===== src/hw/rtl/bbr_pkg.sv =====
// ----------------------------------------------------------------------------
// bbr_pkg
// Shared types, constants and helper functions of the Bayes-Ball relevance
// block: node mask type, sequencer states, action codes.
// ----------------------------------------------------------------------------
package bbr_pkg;

    // graph size and derived widths
    localparam int MAX_NODES = 16;
    localparam int NODE_IW   = (MAX_NODES > 1) ? $clog2(MAX_NODES) : 1;
    localparam int CNT_W     = 5;
    localparam int IDX_W     = 4;
    localparam int MASK_W    = 16;

    // one bit per node
    typedef logic [MAX_NODES-1:0] t_nodes;
    typedef logic [NODE_IW-1:0]   t_node_idx;

    // action codes of an input beat
    localparam logic ACT_WRITE = 1'b0;
    localparam logic ACT_QUERY = 1'b1;

    // sequencer states
    typedef enum logic [1:0] {
        ST_IDLE,
        ST_WALK,
        ST_FINISH
    } t_state;

    // nodes 0..n-1 are in use; a count above MAX_NODES saturates
    function automatic t_nodes used_nodes(input logic [CNT_W-1:0] n);
        t_nodes m;
        for (int i = 0; i < MAX_NODES; i++) begin
            m[i] = (32'(n) > 32'(i));
        end
        return m;
    endfunction

    // index of the lowest set bit, zero for an empty mask
    function automatic t_node_idx lowest_index(input t_nodes m);
        t_node_idx idx;
        idx = '0;
        for (int i = MAX_NODES - 1; i >= 0; i--) begin
            if (m[i]) begin
                idx = NODE_IW'(i);
            end
        end
        return idx;
    endfunction

endpackage


===== src/hw/rtl/bayes_ball_relevance.sv =====
// ----------------------------------------------------------------------------
// bayes_ball_relevance
// Bayes-Ball relevance walk over a small DAG held as parent masks.
// ----------------------------------------------------------------------------
// A write beat (action 0) stores one node's parent mask and produces no
// result. A query beat (action 1) loads J and K at its accepting edge. It
// then serves one visit per cycle in a shared visit unit (lowest pending
// node first, visits from a child before visits from a parent), sees both
// pending masks empty, and hands the masks to the output register. The input
// side stalls from the query beat until that hand-over. The hand-over waits
// while an earlier result is still stalled in the output register. V, the
// number of visits served, is zero for an empty J, about two per node on a
// sparse graph, and is bounded by the J nodes plus the parents of each
// top-marked node plus the children of each bottom-marked node, at most
// MAX_NODES + 2 * MAX_NODES * MAX_NODES (528 for 16 nodes).
// Results wait in the output register, and write beats are taken while a
// result is still pending.
module bayes_ball_relevance
    import bbr_pkg::*;
(
    input  logic              i_clk,
    input  logic              i_rst_n,
    // configuration: node_count
    input  logic              i_cfg_we,
    input  logic [CNT_W-1:0]  i_cfg_data,
    // input channel
    input  logic              i_in_valid,
    output logic              o_in_stall,
    input  logic              i_action,
    input  logic [IDX_W-1:0]  i_node_index,
    input  logic [MASK_W-1:0] i_parent_mask,
    input  logic [MASK_W-1:0] i_event_mask,
    input  logic [MASK_W-1:0] i_condition_mask,
    // output channel
    output logic              o_out_valid,
    input  logic              i_out_stall,
    output logic [MASK_W-1:0] o_irrelevant_mask,
    output logic [MASK_W-1:0] o_requisite_prob_mask,
    output logic [MASK_W-1:0] o_requisite_obs_mask
);

    t_state           r_state, n_state;
    logic [CNT_W-1:0] r_node_count;
    t_nodes           r_rows [MAX_NODES];

    t_nodes r_used, r_kset;
    t_nodes r_visited, n_visited;
    t_nodes r_top, n_top;
    t_nodes r_bottom, n_bottom;
    t_nodes r_pend_child, n_pend_child;
    t_nodes r_pend_parent, n_pend_parent;

    logic              r_out_valid;
    logic [MASK_W-1:0] r_irr, r_prob, r_obs;

    logic      in_beat, query_beat, write_beat;
    logic      in_ready, step_en, load_result, out_free, pend_any;
    logic      from_child, in_k;
    t_nodes    src, sel_bit, parents, kids;
    t_node_idx sel;

    assign in_beat    = i_in_valid && !o_in_stall;
    assign query_beat = in_beat && (i_action == ACT_QUERY);
    assign write_beat = in_beat && (i_action == ACT_WRITE);
    assign pend_any   = (r_pend_child | r_pend_parent) != '0;
    assign out_free   = !r_out_valid || !i_out_stall;

    // next state
    always_comb begin
        n_state = r_state;
        case (r_state)
            ST_IDLE: begin
                if (query_beat) n_state = ST_WALK;
            end
            ST_WALK: begin
                if (!pend_any) n_state = ST_FINISH;
            end
            ST_FINISH: begin
                if (out_free) n_state = ST_IDLE;
            end
            default: n_state = ST_IDLE;
        endcase
    end

    // state outputs
    always_comb begin
        in_ready    = 1'b0;
        step_en     = 1'b0;
        load_result = 1'b0;
        case (r_state)
            ST_IDLE:   in_ready    = 1'b1;
            ST_WALK:   step_en     = pend_any;
            ST_FINISH: load_result = out_free;
            default:   in_ready    = 1'b0;
        endcase
    end

    assign o_in_stall = !in_ready;

    // pick the next visit: lowest child-side node, else lowest parent-side node
    assign from_child = r_pend_child != '0;
    assign src        = from_child ? r_pend_child : r_pend_parent;
    assign sel        = lowest_index(src);
    assign sel_bit    = t_nodes'(1) << sel;
    assign in_k       = (r_kset & sel_bit) != '0;
    assign parents    = r_rows[sel] & r_used;

    // children of the selected node: column of the parent rows
    always_comb begin
        for (int c = 0; c < MAX_NODES; c++) begin
            kids[c] = r_used[c] & r_rows[c][sel];
        end
    end

    // shared visit unit: serve one visit, set marks, pass the ball on
    always_comb begin
        n_visited     = r_visited | sel_bit;
        n_top         = r_top;
        n_bottom      = r_bottom;
        n_pend_child  = r_pend_child;
        n_pend_parent = r_pend_parent;
        if (from_child) begin
            n_pend_child = r_pend_child & ~sel_bit;
            if (!in_k) begin
                if ((r_top & sel_bit) == '0) begin
                    n_top        = r_top | sel_bit;
                    n_pend_child = n_pend_child | parents;
                end
                if ((r_bottom & sel_bit) == '0) begin
                    n_bottom      = r_bottom | sel_bit;
                    n_pend_parent = r_pend_parent | kids;
                end
            end
        end else begin
            n_pend_parent = r_pend_parent & ~sel_bit;
            if (in_k) begin
                if ((r_top & sel_bit) == '0) begin
                    n_top        = r_top | sel_bit;
                    n_pend_child = r_pend_child | parents;
                end
            end else if ((r_bottom & sel_bit) == '0) begin
                n_bottom      = r_bottom | sel_bit;
                n_pend_parent = n_pend_parent | kids;
            end
        end
    end

    // control registers, graph store and configuration
    always_ff @(posedge i_clk) begin
        if (!i_rst_n) begin
            r_state      <= ST_IDLE;
            r_node_count <= CNT_W'(MAX_NODES);
            r_out_valid  <= 1'b0;
            for (int r = 0; r < MAX_NODES; r++) begin
                r_rows[r] <= '0;
            end
        end else begin
            r_state <= n_state;
            if (i_cfg_we) begin
                r_node_count <= i_cfg_data;
            end
            if (write_beat && (32'(i_node_index) < MAX_NODES)) begin
                r_rows[i_node_index[NODE_IW-1:0]] <= i_parent_mask[MAX_NODES-1:0];
            end
            if (load_result) begin
                r_out_valid <= 1'b1;
            end else if (!i_out_stall) begin
                r_out_valid <= 1'b0;
            end
        end
    end

    // walk state: load on a query beat, advance one visit per cycle
    always_ff @(posedge i_clk) begin
        if (query_beat) begin
            r_used        <= used_nodes(r_node_count);
            r_kset        <= i_condition_mask[MAX_NODES-1:0] & used_nodes(r_node_count);
            r_pend_child  <= i_event_mask[MAX_NODES-1:0] & used_nodes(r_node_count);
            r_pend_parent <= '0;
            r_visited     <= '0;
            r_top         <= '0;
            r_bottom      <= '0;
        end else if (step_en) begin
            r_visited     <= n_visited;
            r_top         <= n_top;
            r_bottom      <= n_bottom;
            r_pend_child  <= n_pend_child;
            r_pend_parent <= n_pend_parent;
        end
    end

    // result register: hold while stalled
    always_ff @(posedge i_clk) begin
        if (load_result) begin
            r_irr  <= MASK_W'(r_used & ~r_bottom);
            r_prob <= MASK_W'(r_top & r_used);
            r_obs  <= MASK_W'(r_kset & r_visited);
        end
    end

    assign o_out_valid           = r_out_valid;
    assign o_irrelevant_mask     = r_irr;
    assign o_requisite_prob_mask = r_prob;
    assign o_requisite_obs_mask  = r_obs;

endmodule


===== config.mk =====
export PLATFORM = sky130hd
export DESIGN_NAME = bayes_ball_relevance
export DESIGN_NICKNAME = d
export VERILOG_FILES = /design/src/hw/rtl/bbr_pkg.sv /design/src/hw/rtl/bayes_ball_relevance.sv
export SDC_FILE = /design/constraint.sdc
export NUM_CORES = 1
export LEC_CHECK = 0
export ABC_CLOCK_PERIOD_IN_PS = 5410
export BUFFER_PORTS_ARGS = -buffer_cell sky130_fd_sc_hd__buf_2
export CAP_MARGIN = 10
export CORE_MARGIN = 5
export CORE_UTILIZATION = 55
export CTS_CLUSTER_DIAMETER = 40
export DETAILED_ROUTE_END_ITERATION = 6
export PLACE_DENSITY = 0.73
export SETUP_SLACK_MARGIN = 0.3
export SLEW_MARGIN = 10
export SYNTH_ARGS = -nofsm -noshare
export SYNTH_HDL_FRONTEND = slang
export SYNTH_SLANG_ARGS = --single-unit
export TNS_END_PERCENT = 10

===== constraint.sdc =====
create_clock -name i_clk -period 5.41 [get_ports i_clk]
set_input_delay 1.082 -clock i_clk [delete_from_list [all_inputs] [get_ports i_clk]]
set_output_delay 1.082 -clock i_clk [all_outputs]
set_load 0.02 [all_outputs]

==> results.txt, run 1 <==
- Top flip-flop cell by instance count after synthesis: edfxtp_1
* Number of buffer and inverter stages on the critical path: 3
* Largest net degree at the start of global routing: 99
- The tightest min-delay check is of the reg -> reg type.
* Ratio of cells with drive above 1 in the final layout: 15.41%
- Synth area leader: edfxtp_1
* Count of flip-flops with a built-in enable after synthesis: 352
- Slowest cell on the critical path: or4_1
- Total power for the finished layout comes to 9.484 mW.
* Post-detailed-placement half-perimeter wirelength: 53640 um
- Buffers inserted during clock tree synthesis total 61.
* Pwr per Cell Area: 379.9 nW/um2
- For the pin with the worst max-slew slack, the measured transition is 1245 ps.
- The clock period could shrink to 4803 ps.
* DRT Pass-1 Iters: 6
- Distinct cell type count of the synthesized netlist: 68
- GP Congestion: 0.9801
- Summed over all cells, the static leakage comes to 9.439 nW.
* Share of Yosys cell area claimed by the top area cell type: 49.32%
- Max-slew headroom at the worst pin: 16.54%
- Number of rows in the core area: 72
- Synthesis inferred 424 register bits.
* Final layout net count: 2276
- Hold-fix buffers at CTS: 0
- Clk_lat worst skew: 630 ps
- Async S/R FF share, synth: 0%
- Register clock-pin slew on the reported worst setup and hold paths: 60 ps
* Post-Route Hold Slack: 464.7 ps
* Relative area change from synthesis to final layout: 16.47%
- Post-Syn Area: 21430 um2
- Number of H-tree branching levels: 2
* Sequential power share: 40.3%
- Share of total power in combinational logic: 16.8%
* WL/cell: 27.11 um
* Top cell family by delay on the critical path: compound AO/OA/AOI/OAI gates
* Combined global-route utilization of all metal layers: 34.07%
- The flow ran to the end, and the final reports show no timing, DRC or antenna violations.
* Cell with the most instances after synthesis: edfxtp_1
- Dividing the final minimum period by the clock period gives 88.77%.
* Commonest cells in the netlist: 352 x edfxtp_1, 344 x nand2_1, 304 x and2_1
* Longest Clk Path Bufs: 3
- The first global-routing pass estimated 110200 um of wire.
- Total vias in the final route: 17790
* Total number of yosys warnings: 0
- After clock tree synthesis, the setup repair step added 0 buffers.
* I/O pins: 113
* Startpoint types: flop
- The core region is 38650 um2.
- The number of pins with negative max-slew slack in the final report came to 0.
- In this run the worst path has a maximum fanout of 98.
* Syn avg cell area: 10.21 um2
* Max-cap violations: 0
- Maximum cell stage delay along the critical path: 740 ps
* Number of instances resized during post-cts repair: 0
* Achievable clock frequency: 0.2082 GHz
* Total wire length: 75480 um
- Sequential elements use 56.05% of the synthesized area.
* Part of the total power dissipated in the clock network: 42.9%
- Traced cell by cell, the critical path runs through or4_1, nor4_4, buf_12, a21o_1, nand2_1, a221o_2, o21ai_4, buf_12, buf_12, mux2i_1, mux2i_1, o22ai_1, a211o_1, o221ai_1.
- Unrepaired setup endpoints after global routing: false
- Worst IR Drop VDD: 0.0002699 V
- Cell types with the largest area share after synthesis: edfxtp_1 49%, and2_1 8.9%, dfxtp_1 6.7%, nand2_1 6.0%, o21ai_0 2.6%
- Number of cells in the design after placement: 2667
* Antenna-violating nets left: 0
- The die covers 43010 um2.
- Buffers on Ports: 112
- Post-route DRC violation count: 0
* Finished Layout Cells: 2784
* Remaining global-route overflow: 0
- Kind of capture point of the worst setup path: flop
- The tree is rooted in a clkbuf_16.
* Post-Synthesis Cells: 2100
* Switching power as a share of total power: 29.94%
* Setup violation total in the final timing report: 0
- Net count after synthesis: 2164
- Internal power component: 6.644 mW
- Critical Path RT: 5760 ps
- Number of failing hold endpoints at the final stage: 0
* Drt via density: 6.389
- The initial antenna violation count was 5.
* Initial cell density of the core: 55.46%
* DIE WIDTH: 207.4 um
- TNS Setup: 0 ps
- STA puts the critical path data arrival time at 5150 ps.
- Cell mode on critical path: buf_12
- By startpoint and endpoint, the worst setup path is classified as reg -> reg.
- TritonCTS built the clock tree.
* Switching power of the nets: 2.839 mW
- Worst clock skew on the final layout: 21.82 ps
* Number of clock sinks: 424
- Measured along the y axis, the die boundary spans 207.4 um.
* Via count of the first global-routing pass: 16770
- For this block, the initial DRC count from the detailed router was 2254.
-- worst min-delay path: stages (launching register included) --
cell	delay, ps
dfxtp_1	320
a21oi_1	40
nor2_1	70
-- cell families (layout without fill, tap and decap cells) --
logic type / count (synthesis) / after routing / synth area share [%]
buffers and inverters: 171 / 336 / 3.310
flip-flops: 424 / 424 / 56.05
AND/OR/NAND/NOR: 1030 / 1030 / 24.15
multiplexers: 67 / 67 / 4.122
adder cells (fa/ha/maj): 1 / 1 / 0.05837
other: 0 / 1 / 0
AO/OA/AOI/OAI: 407 / 407 / 12.31
-- through the flow --
step	utilization, %	worst slack (ps)	area, um2
after floorplan	-	888.7	21430
after detailed placement	59.07	763.9	22830
after global placement	59.07	742.4	22830
final	64.59	607.3	24960
after CTS	64.58	722.5	24960
after global routing	64.58	396.8	24960
-- routing by layer --
layer	up-vias	routed length [um]	share of wire [%]	track usage (%)
li1	7836	-	-	-
met1	8529	28040	37	44.19
met2	1155	34900	46	54.81
met3	264	7008	9.3	5.214
met4	4	5493	7.3	19.81
met5	-	34	0.045	0
-- worst paths after layout --
check | depth (start not counted) | slack, ps | to | from
max | 14 | 610 | r_pend_child[4] | r_pend_child[4]
min | 2 | 460 | r_visited[2] | r_visited[2]
max reg2reg | 14 | 610 | r_pend_child[4] | r_pend_child[4]
min reg2reg | 2 | 460 | r_visited[2] | r_visited[2]
-- layout by cell type, fill, tap and decap left out, types with 9 or more instances in the layout --
cell type  count
nand2_1      344
nor3_1        24
clkbuf_16     64
o21ai_1       15
o31ai_1       14
a311oi_1      34
a22oi_1       15
o21ai_0       97
mux4_2        17
nand2b_1      40
buf_2        112
nor2_1       130
nor4_1         9
dfxtp_1       72
a21oi_1      103
mux2i_1       50
nor2b_1       22
nand3_1       88
inv_1         19
inv_6         15
o211ai_1      15
buf_4         79
a31oi_1       21
edfxtp_1     352
and2_1       304
or4_1         11
and3_1        31
-- layout make-up --
| type | count | area, um2 |
|---|---|---|
| timing repair buffer | 199 | 1314 |
| multi-input combinational | 1505 | 8773 |
| clock buffer | 68 | 1627 |
| fill | 3087 | 13690 |
| inverter | 21 | 80.08 |
| sequential | 424 | 12010 |
| clock inverter | 48 | 505.5 |
| antenna | 1 | 2.502 |
| tap | 518 | 648.1 |
-- power by group through the flow --
stage	clock (mW)	sequential [mW]	combinational, mW
floorplan	0	3.82	0.972
global placement	0	3.88	1.55
detailed placement	0	3.88	1.55
CTS	4.09	3.81	1.56
global route	4.24	3.83	1.68
finish	4.07	3.82	1.59
-- flip-flops by register name, indices dropped and copies added, names as in the netlist --
signal,flops
r_rows,256
o_irrelevant_mask,16
o_requisite_obs_mask,16
o_requisite_prob_mask,16
r_bottom,16
r_kset,16
r_pend_child,16
r_pend_parent,16
r_top,16
r_used,16
r_visited,16
r_node_count,5
r_state,2
o_out_valid,1
No activity file was read; power rests on OpenSTA's default activity.
==> run 2: changes to the inputs <==
CELL_PAD_IN_SITES_DETAIL_PLACEMENT = 1   (was default)
CELL_PAD_IN_SITES_GLOBAL_PLACEMENT = 2   (was default)
CORE_UTILIZATION = 41   (was 55)
PLACE_DENSITY = default   (was 0.73)
PLACE_DENSITY_LB_ADDON = 0.1   (was default)
==> run 2 against run 1 <==
Critical path depth down 1. Final area rose by 3.9%. Sequential power about the same. Clock skew rose by 12 ps. Highest routed layer is now met4. Clock power rose by 29%. Routed wire length up 23%. Total power is 14% higher. Via count grew 1.7%. Register-to-register slack worse by 280 ps.
==> results.txt, run 2 (synthesis results as in run 1) <==
- The flow ran to the end, and the final reports show no timing, DRC or antenna violations.
* Final Worst Setup Slack: 330.2 ps
- Sequential power share: 35.6%
- Initial cell density of the core: 41.61%
- Total vias in the final route: 18090
* Clk_lat worst skew: 630 ps
* Final design area excluding fillers: 25930 um2
* Setup violation total in the final timing report: 0
- Pwr per Cell Area: 416.1 nW/um2
- After detailed routing, the number of vias per cell comes to 6.056.
- Summed over all cells, the static leakage comes to 9.823 nW.
- After detailed routing, the total wire length is 92670 um.
- Traced cell by cell, the critical path runs through or4_1, nor4_4, buf_4, inv_2, o21ai_1, a31oi_2, o22ai_2, o21a_4, buf_4, nand3_1, a311oi_1, a21oi_1, a31o_2.
- 113 I/O pins were placed.
- TNS Setup: 0 ps
* Number of clock sinks: 424
* Kind of capture point of the worst setup path: flop
* Global-route wire length before repair: 132600 um
* Longest Clk Path Bufs: 3
- GP Congestion: 0.9260
* Antenna-violating nets left: 0
- Finished Layout Cells: 2988
- Portion of the clock cycle consumed by the worst path in the final layout: 93.90%
* Switching power as a share of total power: 29.48%
- DRT Pass-1 Iters: 7
- Unrepaired setup endpoints after global routing: true
- Count of routing violations after the opening detailed-route iteration: 1786
* Number of H-tree branching levels: 3
- Startpoint types: flop
* Launching instance or port of the critical path: r_pend_child[0]
- Buffers inserted to repair hold after CTS numbered 0.
* Number of buffer and inverter stages on the critical path: 3
- Cell mode on critical path: buf_4
* Clock tree from TritonCTS: done
* Total power: 10.79 mW
- VDD sags by at most 0.0003599 V.
- Number of instances resized during post-cts repair: 0
* Via count of the first global-routing pass: 18630
- STA puts the critical path data arrival time at 5430 ps.
- Flip-flop count of the largest register after layout: 256
* Core Area: 51510 um2
* Reg-to-reg startpoint: r_pend_child[0]
- Setup Crit Path Kind: reg -> reg
- After detailed routing, the number of remaining DRC violations is 0.
- In this run the vertical extent of the chip is 238.6 um.
- Overall die area: 56940 um2
- In this run the worst hold path is classified as reg -> reg.
- Crit-path max FO: 44
- The post-route netlist has 16.91% of its cells at a drive strength greater than 1.
* Clock Root Buffer: clkbuf_16
- DIE WIDTH: 238.6 um
- Of the total power, combinational logic draws 15.9%.
- Top cell family by delay on the critical path: compound AO/OA/AOI/OAI gates
* Final layout net count: 2306
- At the pin with the least slew margin, the transition time is 1137 ps.
* WL/cell: 31.01 um
* Largest net degree at the start of global routing: 88
- Combined global-route utilization of all metal layers: 31.91%
- Worst hold start: r_visited[13]
* Filler Cells Inserted: 5587
* Critical Path RT: 5760 ps
- Number of cells in the design after placement: 2842
- Number of clock buffers inserted by TritonCTS: 78
* Post-placement cell area: 23130 um2
* Buffer count from post-CTS setup fixing: 0
* Slowest cell on the critical path: or4_1
- Static timing analysis puts the maximum clock frequency at 0.1969 GHz.
- Switching power of the nets: 3.182 mW
- The total overflow left after global routing is 0.
* Share of the core filled with cells: 50.34%
* Min cycle time layout: 5080 ps
- Register name with the most flops: r_rows
- Post-detailed-placement half-perimeter wirelength: 66800 um
* Post-Route Hold Slack: 460.4 ps
- After clock tree synthesis, the clock-pin slew on the worst setup and hold paths is 50 ps.
* Top library cells by usage in the layout, fill and taps aside: 352 x edfxtp_1, 344 x nand2_1, 304 x and2_1
- Number of antenna violations at the first check in global routing: 5
* Maximum cell stage delay along the critical path: 750 ps
* Relative area change from synthesis to final layout: 21.00%
- OpenSTA, run right after detailed placement, puts the worst setup slack at 352.4 ps.
* Number of failing hold endpoints at the final stage: 0
- Most common library cell in the layout ignoring fill and taps: edfxtp_1
- Internal power component: 7.610 mW
- The worst pin sits at a relative slew slack of 23.94%.
* Worst clock skew on the final layout: 34.15 ps
- After floorplanning, the core was divided into 83 placement rows.
- Part of the total power dissipated in the clock network: 48.5%
- Max-cap violations: 0
* Buffers on Ports: 112
- Max-slew violation count: 0
run 2: cell types whose count changed in the layout (fill, tap and decap cells not counted), sizes merged:
| cell | before | now |
|---|---|---|
| diode | 1 | 2 |
| buf | 199 | 212 |
| inv | 42 | 39 |
| clkinvlp | 5 | 6 |
| bufinv | 4 | 13 |
| clkbuf | 68 | 86 |
| clkinv | 18 | 21 |
run 2: area by class of cell:
class / count / area [um2] / share of cell area (%)
multi-input cells: 1505 / 8775 / 33.84
clock buffers: 86 / 2033 / 7.840
diodes: 2 / 5.005 / 0.01930
repair buffers: 212 / 1411 / 5.442
flip-flops and latches: 424 / 12010 / 46.32
inverters: 21 / 81.33 / 0.3136
well taps: 680 / 850.8 / 3.281
clock inverters: 58 / 764.5 / 2.948
run 2: per-layer routing:
layer | share of wire (%) | up-vias | GRT usage [%] | routed length, um
met5 | 0 | - | 0 | 0
met4 | 4.4 | 0 | 12.75 | 4116
met3 | 7.1 | 195 | 6.334 | 6533
met2 | 48 | 767 | 53.12 | 44330
met1 | 41 | 9247 | 41.12 | 37680
li1 | - | 7885 | - | -
run 2: power by group through the flow:
stage	logic [mW]	clock network (mW)	registers, mW
floorplan	0.972	0	3.82
global placement	1.69	0	3.89
detailed placement	1.69	0	3.90
CTS	1.70	5.27	3.83
global route	1.81	5.44	3.85
finish	1.72	5.23	3.84
run 2: worst paths after layout:
path | slack (ps) | to | cells past startpoint
hold reg to reg | 460 | r_visited[13] | 2
setup reg to reg | 330 | r_pend_child[10] | 13
hold / removal | 460 | r_visited[13] | 2
setup / recovery | 330 | r_pend_child[10] | 13
run 2: worst register-to-register path: cells and delay by family (launching register included):
family                 cells  cell delay, ps
AOI/OAI and AO/OA          7            2430
buffers and inverters      3             770
DFF                        1             460
and+or+nand+nor            3            1190
==> run 3: changes to the inputs <==
CTS_CLUSTER_SIZE = 24   (was default)
GPL_TIMING_DRIVEN = 0   (was default)
==> run 3 against run 2 <==
Worst setup slack got worse by 210 ps. Clock power down 8.6%. Routed wire length is 17% higher. Via count grew 7.1%. Worst hold slack better by 6.5 ps. Utilization increased by 0.14 points. Combinational power up 17%. Cell count up 2.1%. Fmax fell by 3.9%. Count of clock-buffer cells in the layout shrank 4. Die area unchanged. Final area grew 0.28%. Highest routed layer is now met5.
==> results.txt, run 3 (synthesis results as in run 1) <==
- Max-cap violations in this run came to 0.
- Clock Root Buffer: clkbuf_16
- Portion of the clock cycle consumed by the worst path in the final layout: 97.69%
* Crit-path max FO: 10
- Met1 Usage GRT: 46.45%
- Number of rows in the core area: 83
- Data on the critical path is required at its endpoint by 5760 ps.
* Setup violation total in the final timing report: 0
- Headroom to the max-slew limit came out at 10.88%.
- WL/cell: 35.69 um
- TritonCTS built the clock tree.
- Total power: 10.66 mW
- Across every metal layer, demand over resource in global routing totals 37.24%.
- Data arrival at the endpoint of the critical path: 5630 ps
* Global-route wire length before repair: 149300 um
- The library cell used most frequently in the layout, excluding fill and tap cells, is edfxtp_1.
* Relative area change from synthesis to final layout: 21.34%
* Startpoint types: flop
* Launching instance or port of the critical path: r_pend_parent[15]
- At the pin with the least slew margin, the transition time is 1332 ps.
- Via count of the first global-routing pass: 19390
- GR met2 Demand/Resource: 58.02%
- Post-route DRC violation count: 0
- Worst hold path type: reg -> reg
- Unrepaired setup endpoints after global routing: true
- For this run, the top clock speed supported by timing is 0.1892 GHz.
- In the layout the commonest cells are 352 x edfxtp_1, 343 x nand2_1, 304 x and2_1.
- GP Congestion: 1.035
* Clk_lat worst skew: 610 ps
- The final hold violation count was 0.
- Between clock sinks in the finished design, the worst skew comes to 24.88 ps.
* Max-slew violation count: 0
- Number of clock sinks: 424
- The first routing iteration left 2381 violations.
- Final layout net count: 2373
- The register with the most flip-flops in the layout has 256 of them.
- Measured along the x axis, the die boundary spans 238.6 um.
- The finished cells cover 26000 um2.
- In this run the tool buffered the top-level ports with 111 buffer cells.
- Register name with the most flops: r_rows
* Overall die area: 56940 um2
- Register clock-pin slew on the reported worst setup and hold paths: 50 ps
* Post-placement cell area: 23090 um2
- Worst IR Drop VDD: 0.0002920 V
- The core region is 51510 um2.
* P_leak: 9.743 nW
- Global routing finished with a remaining overflow of 0.
- Ratio of cells with drive above 1 in the final layout: 17.53%
- Worst hold path depth: 2
- The final layout contains routed wiring with a total length of 108900 um.
* Min cycle time layout: 5285 ps
* Antenna-violating nets left: 0
* Drt via density: 6.354
* GRT Max-Usage Layer: met2
- Fill cells in the final layout number 5675.
* Status: completed
* Largest net degree at the start of global routing: 32
* Initial cell density of the core: 41.61%
- Number of clock buffers inserted by TritonCTS: 75
- TNS Setup: 0 ps
* DRT Pass-1 Iters: 6
- The routed layout has 19380 vias.
* Post-detailed-placement half-perimeter wirelength: 82450 um
- Measured along the y axis, the die boundary spans 238.6 um.
* Hold-fix buffers at CTS: 0
* Pwr per Cell Area: 409.9 nW/um2
- Count of cells along the worst register-to-register path: 10
- Longest Clk Path Bufs: 3
* Reg-to-reg startpoint: r_pend_parent[15]
- Global-route track usage on met3: 9.829%
* Setup Crit Path Kind: reg -> reg
- I/O pins: 113
- Kind of capture point of the worst setup path: flop
- In this run the most critical hold path is launched from r_visited[7].
* Number of H-tree branching levels: 3
- Cells fill 50.49% of the core in the end.
* Number of antenna violations at the first check in global routing: 5
==> run 3: repair_timing <==
| item | 4_1_cts | 5_1_grt |
|---|---|---|
| resized for setup | 69 | 41 |
| setup endpoints to repair | 88 | 52 |
| buffers inserted | 7 | 0 |
| pin swaps | 3 | 1 |
| cloned | 0 | 0 |
==> run 3: path summary, 6_finish.rpt <==
path,slack [ps],to
min,470,r_visited[7]
max reg2reg,120,r_pend_child[14]
min reg2reg,470,r_visited[7]
max,120,r_pend_child[14]
==> run 3: cell type report <==
| class | count | area, um2 | area share, % |
|---|---|---|---|
| multi-input cells | 1505 | 8990 | 34.57 |
| repair buffers | 132 | 823.3 | 3.166 |
| clock buffers | 82 | 1946 | 7.482 |
| inverters | 21 | 78.83 | 0.3031 |
| flip-flops and latches | 424 | 12010 | 46.19 |
| plain buffers | 150 | 734.5 | 2.824 |
| diodes | 2 | 5.005 | 0.01925 |
| well taps | 680 | 850.8 | 3.272 |
| clock inverters | 54 | 565.5 | 2.175 |
==> run 3: per-stage QoR <==
step	std cells	hold WS, ps	setup WS, ps
after floorplan	2100	428.5	888.7
after global placement	2891	440.0	-1279
after detailed placement	2905	449.9	-1144
after CTS	3048	467.8	191.7
after global routing	3048	488.1	171.0
final	3050	466.9	124.7
==> run 3: critical path: stages (launching register included) <==
cell and delay (ps):
dfxtp_1 380, nor4_1 810, nand2_1 240, o211ai_1 670, buf_4 330, clkbuf_1 620
clkbuf_1 840, a311oi_1 240, a311oi_2 540, a21o_1 230, o31ai_1 80
==> run 3: power by group <==
| part | internal (mW) | leakage, nW | total, mW | switching [mW] |
|---|---|---|---|---|
| clock | 2.98 | 1.19 | 4.78 | 1.80 |
| sequential | 3.69 | 4.13 | 3.86 | 0.175 |
| combinational | 0.557 | 4.42 | 2.02 | 1.46 |
| total | 7.22 | 9.74 | 10.7 | 3.44 |
==> run 3: metal layers <==
layer | part of all wire (%) | vias up
met5 | 0.0073 | -
met4 | 7.7 | 2
met3 | 9.8 | 339
met2 | 45 | 1301
met1 | 38 | 9709
li1 | - | 8029
